`src/rtl/core/mevq_pkg.sv`:
```
// ----------------------------------------------------------------------------
// mevq_pkg
// Shared types, register indexes and reset values of the movement qualifier.
// ----------------------------------------------------------------------------
`default_nettype none

package mevq_pkg;

  localparam int SAMPLE_BITS_DEF = 12;
  localparam int TIME_BITS_DEF   = 32;

  localparam int CFG_IDX_W  = 3;
  localparam int CFG_DATA_W = 20;

  localparam int HOLD_W = 16;
  localparam int COOL_W = 20;
  localparam int GAP_W  = 16;

  localparam logic [CFG_IDX_W-1:0] REG_THRESHOLD    = 3'd0;
  localparam logic [CFG_IDX_W-1:0] REG_RISING_SENSE = 3'd1;
  localparam logic [CFG_IDX_W-1:0] REG_USE_LEVEL    = 3'd2;
  localparam logic [CFG_IDX_W-1:0] REG_SKIP_HOLD    = 3'd3;
  localparam logic [CFG_IDX_W-1:0] REG_HOLD_TICKS   = 3'd4;
  localparam logic [CFG_IDX_W-1:0] REG_COOLDOWN     = 3'd5;
  localparam logic [CFG_IDX_W-1:0] REG_SAMPLE_GAP   = 3'd6;

  localparam int THRESHOLD_RESET = 2048;
  localparam logic [HOLD_W-1:0] HOLD_RESET     = 16'd100;
  localparam logic [COOL_W-1:0] COOLDOWN_RESET = COOL_W'(1000 * 3);
  localparam logic [GAP_W-1:0]  GAP_RESET      = 16'd50;

  typedef struct packed {
    logic              rising_sense;
    logic              use_level;
    logic              skip_hold;
    logic [HOLD_W-1:0] hold_ticks;
    logic [COOL_W-1:0] cooldown_ticks;
    logic [GAP_W-1:0]  sample_gap;
  } mevq_cfg_t;

  typedef struct packed {
    logic report;
    logic sampled;
    logic moving;
  } mevq_result_t;

endpackage

`default_nettype wire

```
`src/rtl/core/mevq_cfg.sv`:
```
// ----------------------------------------------------------------------------
// mevq_cfg
// Configuration register file; writes to unused indexes are dropped.
// ----------------------------------------------------------------------------
`default_nettype none

module mevq_cfg #(
  parameter int SAMPLE_BITS = mevq_pkg::SAMPLE_BITS_DEF
) (
  input  wire logic                            clk,
  input  wire logic                            rst_n,
  input  wire logic                            cfg_we,
  input  wire logic [mevq_pkg::CFG_IDX_W-1:0]  cfg_index,
  input  wire logic [mevq_pkg::CFG_DATA_W-1:0] cfg_data,
  output logic      [SAMPLE_BITS-1:0]          threshold,
  output mevq_pkg::mevq_cfg_t                  cfg
);

  logic [SAMPLE_BITS-1:0] threshold_r;
  mevq_pkg::mevq_cfg_t    cfg_r;

  always_ff @(posedge clk) begin
    if (!rst_n) begin
      threshold_r          <= SAMPLE_BITS'(mevq_pkg::THRESHOLD_RESET);
      cfg_r.rising_sense   <= 1'b0;
      cfg_r.use_level      <= 1'b0;
      cfg_r.skip_hold      <= 1'b0;
      cfg_r.hold_ticks     <= mevq_pkg::HOLD_RESET;
      cfg_r.cooldown_ticks <= mevq_pkg::COOLDOWN_RESET;
      cfg_r.sample_gap     <= mevq_pkg::GAP_RESET;
    end else if (cfg_we) begin
      unique case (cfg_index)
        mevq_pkg::REG_THRESHOLD:    threshold_r <= cfg_data[SAMPLE_BITS-1:0];
        mevq_pkg::REG_RISING_SENSE: cfg_r.rising_sense <= cfg_data[0];
        mevq_pkg::REG_USE_LEVEL:    cfg_r.use_level <= cfg_data[0];
        mevq_pkg::REG_SKIP_HOLD:    cfg_r.skip_hold <= cfg_data[0];
        mevq_pkg::REG_HOLD_TICKS:   cfg_r.hold_ticks <= cfg_data[mevq_pkg::HOLD_W-1:0];
        mevq_pkg::REG_COOLDOWN:     cfg_r.cooldown_ticks <= cfg_data[mevq_pkg::COOL_W-1:0];
        mevq_pkg::REG_SAMPLE_GAP:   cfg_r.sample_gap <= cfg_data[mevq_pkg::GAP_W-1:0];
        default: ;
      endcase
    end
  end

  assign threshold = threshold_r;
  assign cfg       = cfg_r;

endmodule

`default_nettype wire

```
`src/rtl/core/mevq_eval.sv`:
```
// ----------------------------------------------------------------------------
// mevq_eval
// Tick time base, sample gating, classification and report qualification.
// ----------------------------------------------------------------------------
`default_nettype none

module mevq_eval #(
  parameter int SAMPLE_BITS = mevq_pkg::SAMPLE_BITS_DEF,
  parameter int TIME_BITS   = mevq_pkg::TIME_BITS_DEF
) (
  input  wire logic                   clk,
  input  wire logic                   rst_n,
  input  wire logic                   fire,
  input  wire logic [SAMPLE_BITS-1:0] sample,
  input  wire logic                   level,
  input  wire logic [SAMPLE_BITS-1:0] threshold,
  input  wire mevq_pkg::mevq_cfg_t    cfg,
  output mevq_pkg::mevq_result_t      result
);

  localparam int CMP_W = (TIME_BITS > mevq_pkg::COOL_W) ? TIME_BITS : mevq_pkg::COOL_W;

  logic [TIME_BITS-1:0] now_r, now_nxt;
  logic [TIME_BITS-1:0] last_sample_r, last_sample_nxt;
  logic [TIME_BITS-1:0] last_report_r, last_report_nxt;
  logic [TIME_BITS-1:0] hold_start_r, hold_start_nxt;
  logic                 hold_active_r, hold_active_nxt;
  logic                 armed_r, armed_nxt;

  logic [TIME_BITS-1:0] el_sample, el_report, el_hold;
  logic take, moving, cool_ok, hold_ok, report;

  always_comb begin
    now_nxt   = now_r + TIME_BITS'(1);
    el_sample = now_nxt - last_sample_r;
    el_report = now_nxt - last_report_r;
    el_hold   = now_nxt - hold_start_r;

    take    = el_sample > TIME_BITS'(cfg.sample_gap);
    cool_ok = CMP_W'(el_report) >= CMP_W'(cfg.cooldown_ticks);
    hold_ok = el_hold >= TIME_BITS'(cfg.hold_ticks);

    if (cfg.use_level) begin
      moving = take & level;
    end else if (cfg.rising_sense) begin
      moving = take & (sample > threshold);
    end else begin
      moving = take & (sample < threshold);
    end

    report          = 1'b0;
    last_sample_nxt = last_sample_r;
    last_report_nxt = last_report_r;
    hold_start_nxt  = hold_start_r;
    hold_active_nxt = hold_active_r;
    armed_nxt       = armed_r;

    if (take) begin
      last_sample_nxt = now_nxt;
      if (moving) begin
        // blocked detector leaves the hold alone
        if (armed_r && cool_ok) begin
          if (cfg.skip_hold) begin
            report = 1'b1;
          end else if (hold_active_r && hold_ok) begin
            report          = 1'b1;
            hold_active_nxt = 1'b0;
          end else if (!hold_active_r) begin
            hold_active_nxt = 1'b1;
            hold_start_nxt  = now_nxt;
          end
          if (report) begin
            armed_nxt       = 1'b0;
            last_report_nxt = now_nxt;
          end
        end
      end else begin
        armed_nxt       = 1'b1;
        hold_active_nxt = 1'b0;
      end
    end
  end

  always_ff @(posedge clk) begin
    if (!rst_n) begin
      now_r         <= '0;
      last_sample_r <= '0;
      last_report_r <= '0;
      hold_start_r  <= '0;
      hold_active_r <= 1'b0;
      armed_r       <= 1'b1;
    end else if (fire) begin
      now_r         <= now_nxt;
      last_sample_r <= last_sample_nxt;
      last_report_r <= last_report_nxt;
      hold_start_r  <= hold_start_nxt;
      hold_active_r <= hold_active_nxt;
      armed_r       <= armed_nxt;
    end
  end

  assign result.report  = report;
  assign result.sampled = take;
  assign result.moving  = moving;

endmodule

`default_nettype wire

```
`src/rtl/core/movement_event_qualifier.sv`:
```
// ----------------------------------------------------------------------------
// movement_event_qualifier
// Debounced threshold detector with hold time and report cooldown.
// ----------------------------------------------------------------------------
// Usage:
//   Each request on the in_ channel is one millisecond tick carrying a sensor
//   sample and a digital level. Every request yields exactly one result on the
//   out_ channel: report, sampled and moving for that tick. The time base
//   counts accepted requests, not clock cycles.
//   A request lands in the input register, is evaluated against the detector
//   state, and the result is registered.
//   Throughput is one request per cycle; the input register and the result
//   register move together whenever the result register is empty or taken.
//   When the receiver stalls, the result holds and in_stall rises once the
//   input register is also full; nothing is dropped.
//   Reset (rst_n low, synchronous) empties both registers, clears the time
//   base and hold, arms the detector and loads the register reset values.
//   Configuration writes on cfg_ take effect at the next edge, and must only
//   be issued while no request is in flight.
// ----------------------------------------------------------------------------
`default_nettype none

module movement_event_qualifier #(
  parameter int SAMPLE_BITS = mevq_pkg::SAMPLE_BITS_DEF,
  parameter int TIME_BITS   = mevq_pkg::TIME_BITS_DEF
) (
  input  wire logic                            clk,
  input  wire logic                            rst_n,
  input  wire logic                            in_valid,
  output logic                                 in_stall,
  input  wire logic [SAMPLE_BITS-1:0]          in_sample,
  input  wire logic                            in_level,
  output logic                                 out_valid,
  input  wire logic                            out_stall,
  output logic                                 out_report,
  output logic                                 out_sampled,
  output logic                                 out_moving,
  input  wire logic                            cfg_we,
  input  wire logic [mevq_pkg::CFG_IDX_W-1:0]  cfg_index,
  input  wire logic [mevq_pkg::CFG_DATA_W-1:0] cfg_data
);

  logic [SAMPLE_BITS-1:0] threshold;
  mevq_pkg::mevq_cfg_t    cfg;
  mevq_pkg::mevq_result_t result;

  logic                   stage_valid_r;
  logic [SAMPLE_BITS-1:0] stage_sample_r;
  logic                   stage_level_r;
  logic                   out_valid_r;
  mevq_pkg::mevq_result_t out_result_r;
  logic                   advance;
  logic                   fire;

  mevq_cfg #(.SAMPLE_BITS(SAMPLE_BITS)) u_cfg (
    .clk       (clk),
    .rst_n     (rst_n),
    .cfg_we    (cfg_we),
    .cfg_index (cfg_index),
    .cfg_data  (cfg_data),
    .threshold (threshold),
    .cfg       (cfg)
  );

  mevq_eval #(.SAMPLE_BITS(SAMPLE_BITS), .TIME_BITS(TIME_BITS)) u_eval (
    .clk       (clk),
    .rst_n     (rst_n),
    .fire      (fire),
    .sample    (stage_sample_r),
    .level     (stage_level_r),
    .threshold (threshold),
    .cfg       (cfg),
    .result    (result)
  );

  // advance the pipe when the result slot is free or being taken
  assign advance  = !out_valid_r || !out_stall;
  assign fire     = stage_valid_r && advance;
  assign in_stall = stage_valid_r && !advance;

  always_ff @(posedge clk) begin
    if (!rst_n) begin
      stage_valid_r <= 1'b0;
      out_valid_r   <= 1'b0;
    end else begin
      // refill the input register whenever it is empty or moving on
      if (!in_stall) begin
        stage_valid_r <= in_valid;
      end
      if (advance) begin
        out_valid_r <= stage_valid_r;
      end
    end
  end

  always_ff @(posedge clk) begin
    if (in_valid && !in_stall) begin
      stage_sample_r <= in_sample;
      stage_level_r  <= in_level;
    end
    if (fire) begin
      out_result_r <= result;
    end
  end

  assign out_valid   = out_valid_r;
  assign out_report  = out_result_r.report;
  assign out_sampled = out_result_r.sampled;
  assign out_moving  = out_result_r.moving;

endmodule

`default_nettype wire

```
`config.mk`:
```
export PLATFORM = sky130hd
export DESIGN_NAME = movement_event_qualifier
export DESIGN_NICKNAME = d
export VERILOG_FILES = /design/src/rtl/core/mevq_pkg.sv /design/src/rtl/core/mevq_cfg.sv /design/src/rtl/core/mevq_eval.sv /design/src/rtl/core/movement_event_qualifier.sv
export SDC_FILE = /design/constraint.sdc
export NUM_CORES = 1
export LEC_CHECK = 0
export BUFFER_PORTS_ARGS = -buffer_cell sky130_fd_sc_hd__buf_2
export CORE_ASPECT_RATIO = 1.4
export CORE_UTILIZATION = 50
export CTS_BUF_LIST = sky130_fd_sc_hd__clkbuf_8
export DETAILED_ROUTE_END_ITERATION = 6
export PLACE_DENSITY = 0.62
export SETUP_SLACK_MARGIN = 0.02
export SLEW_MARGIN = 20
export SYNTH_ARGS = -nofsm -noshare
export SYNTH_HDL_FRONTEND = slang
export SYNTH_SLANG_ARGS = --single-unit
```
`constraint.sdc`:
```
create_clock -name clk -period 6.6 [get_ports clk]
set_clock_uncertainty 0.05 [all_clocks]
set_input_delay 0.33 -clock clk [delete_from_list [all_inputs] [get_ports clk]]
set_output_delay 0.33 -clock clk [all_outputs]
set_load 0.005 [all_outputs]
```
==> flow_metrics.tcl <==
set metrics [dict create \
    status "complete, but fails checks" \
    violations "design-rule violations" \
    dp.cells 2456 \
    grt_pass1_vias 14000 \
    wl_per_cell_um 17.5 \
    fmax_mhz 162 \
    critPathRequiredTime_ps 6960 \
    synthAdderAreaFrac 0.129 \
    grt_antenna_before_repair 0 \
    worst_pin_slew_ps 1080 \
    ioPinCount 46 \
    whs_ps 42.2 \
    fillers 2964 \
    cp_cell_sequence "ha_1 -> nand3_1 -> nor2_1 -> nand3_1 -> buf_4 -> xnor2_1 -> buf_4 -> ha_1 -> nand2_1 -> o21ai_0 -> xor2_1 -> ha_1 -> nand2_1 -> nor2_1 -> a211oi_1 -> o21ai_0 -> a2111oi_2 -> o211ai_1 -> or4_1 -> or4_4 -> o31ai_4 -> a211oi_4 -> buf_4 -> mux2i_1" \
    drive_gt1_frac 0.102 \
    setup_violations 0 \
    crit_type "reg2reg" \
    synthSimpleGateAreaFrac 0.203 \
    synth-seq-cells 215 \
    vias 14400 \
    grt_max_degree 110 \
    synth_cell_types 82 \
    synth_top_flop_cell "dfxtp_1" \
    crit_path_end_kind "flop" \
    clkSinkCount 215 \
    grt_pass1_wl_mm 71.5 \
    report.final.slew_viol_count 0 \
    reg2reg_from "u_eval.now_r[1]" \
    nets 2335 \
    crit_family "compound AO/OA/AOI/OAI gates" \
    rsz0062_at_grt "false" \
    yosysWarnings 0 \
    cts_tree "done" \
    regArea_um2 4460 \
    rrSetupSlack_ps 440 \
    layoutNonFillerInstCount 2552 \
    synth_edf_count 16 \
    critPathMaxFanout 12 \
    gp_congestion 0.928 \
    dr.pass1.iters 7 \
    max_slew_margin 0.278 \
    irDropWorstVdd_uv 141 \
    cts_buffers 38 \
    clk_pin_slew_ps 70 \
    clk_latency_ps 570 \
    layout_min_cycle_time_ps 6160 \
    leakagePower_nw 7.72 \
    synth_top_family_by_area "simple AND/OR/NAND/NOR gates" \
    drv_cap 0 \
    arrival_ps 6520 \
    path_buf_inv 3 \
    drc_errors 5 \
    dp_hpwl_mm 35.2 \
    netlist_area_um2 15700 \
    finalHoldViolCount 0 \
    die_w_um 152 \
    worstHoldStart "cfg_data[0]" \
    placed_area_um2 16700 \
    fp.dieH_um 212 \
    crit_start "u_eval.now_r[1]" \
    syn_nets 2237 \
    synth_compound_area_frac 0.201 \
    netlist_instances 2035 \
    fin_util 0.577 \
    final_area_um2 17800 \
    whs_path_depth 3 \
    hold_path_class "in2reg" \
    syn_area_per_cell_um2 7.73 \
    num_antenna_cells 0 \
    finalPower_mw 3.42 \
    die_area_um2 32200 \
    syn_to_final_growth_pct 13.3 \
    clockBufferDepth 3 \
    wl_mm 44.8 \
    reg2reg_to "u_eval.last_report_r[25]" \
    powerDensity_nw_per_um2 192 \
    finalWorstSetupSlack_ps 444 \
    synthMuxAreaShare 0.0479 \
    synth_xor_area_frac 0.0679 \
    rows 76 \
    coreArea_um2 30900 \
    fin_crit_sh 0.933 \
    slowest_delay_ps 560 \
    multiInputGateArea_um2 10300 \
    dp_slack_ps 151 \
    holdPathEnd "u_cfg.cfg[16]" \
    io_buffer_count 45 \
    h-tree-depth 2 \
    layout_commonest_cell "nand2_1" \
    drt_iter0_markers 825 \
    root_buffer "clkbuf_8" \
    final_cell_mix "nand2_1, dfxtp_1, inv_1" \
    start_util 0.509 \
    fin_setup_tns_ps 0 \
    gr-total-overflow 0 \
    vias_per_cell 5.64 \
    r2r.worst_path.cells 24 \
    drtAntennaViolNets 0 \
    worst_setup_path_start_kind "flop" \
    synth-seq-area-share 0.284 \
    synthArstFlopShare 0 \
    grt_util_all_layers 0.280 \
    slowest_stage "or4_4" \
]
## cell type report
class / instances / area share
Sequential cell: 215 / 0.250
Timing Repair Buffer: 143 / 0.0595
Inverter: 180 / 0.0379
Clock inverter: 21 / 0.0119
Tap cell: 390 / 0.0274
Multi-Input combinational cell: 1555 / 0.576
Clock buffer: 48 / 0.0370
## per-layer routing
layer,track usage,wire (um),vias to the layer above
li1,-,-,7295
met1,0.339,19600,6718
met2,0.506,21800,281
met3,0.0350,1890,89
met4,0.107,1460,0
met5,0,0,-
## kinds of logic after synthesis
family	count (synthesis)
AOI/OAI and AO/OA	490
xor gates and xnor gates	122
adders and majority gates	161
buffers and inverters	265
DFF	215
muxes	75
and+or+nand+nor	707
## power breakdown
group / leakage, nW / total, mW / internal (mW) / switching, mW
Combinational: 5.48 / 0.657 / 0.270 / 0.387
Clock: 0.479 / 1.40 / 0.821 / 0.584
Sequential: 1.76 / 1.36 / 1.35 / 0.0127
Total: 7.72 / 3.42 / 2.44 / 0.983
## worst min-delay path, stage by stage
cell and delay (ps):
buf_2 160, nand2_1 70, a21oi_1 50
## timing repair
action,in CTS,in global routing
hold buffers,24,0
resized for setup,0,6
setup buffers,0,3
endpoints found under the hold margin,31,0
setup endpoints to repair,0,76
## registers in the layout, summed over array words and instances, names as in the netlist, 12 cells and up
name	cells
u_cfg.cfg	55
u_eval.hold_start_r	32
u_eval.last_report_r	32
u_eval.last_sample_r	32
u_eval.now_r	32
stage_sample_r	12
u_cfg.threshold	12
## worst max-delay path by stage
stage	to	slack, ps	cells after the start
CTS	u_eval.last_report_r[11]	70	27
global route	u_eval.last_sample_r[28]	8	27
detailed placement	u_eval.last_report_r[11]	150	27
global placement	u_eval.last_report_r[2]	340	27
finish	u_eval.last_report_r[25]	440	24
floorplan	u_eval.last_report_r[10]	670	24
## synthesized netlist by cell type, types with 21 or more instances
master | n | area, um^2
nand2_1 | 341 | 1280
dfxtp_1 | 199 | 3980
a21oi_1 | 182 | 911
inv_1 | 179 | 672
ha_1 | 158 | 1980
nor2_1 | 133 | 499
o21ai_0 | 77 | 385
mux2i_1 | 73 | 731
xnor2_1 | 66 | 578
clkbuf_1 | 64 | 240
xor2_1 | 56 | 490
nand4_1 | 46 | 288
a211oi_1 | 44 | 330
nand3_1 | 42 | 210
a21o_1 | 36 | 270
nor3_1 | 26 | 130
o211ai_1 | 26 | 195
nand2b_1 | 24 | 150
o21a_1 | 21 | 158
Note: power is estimated with default switching activity, not from simulation.
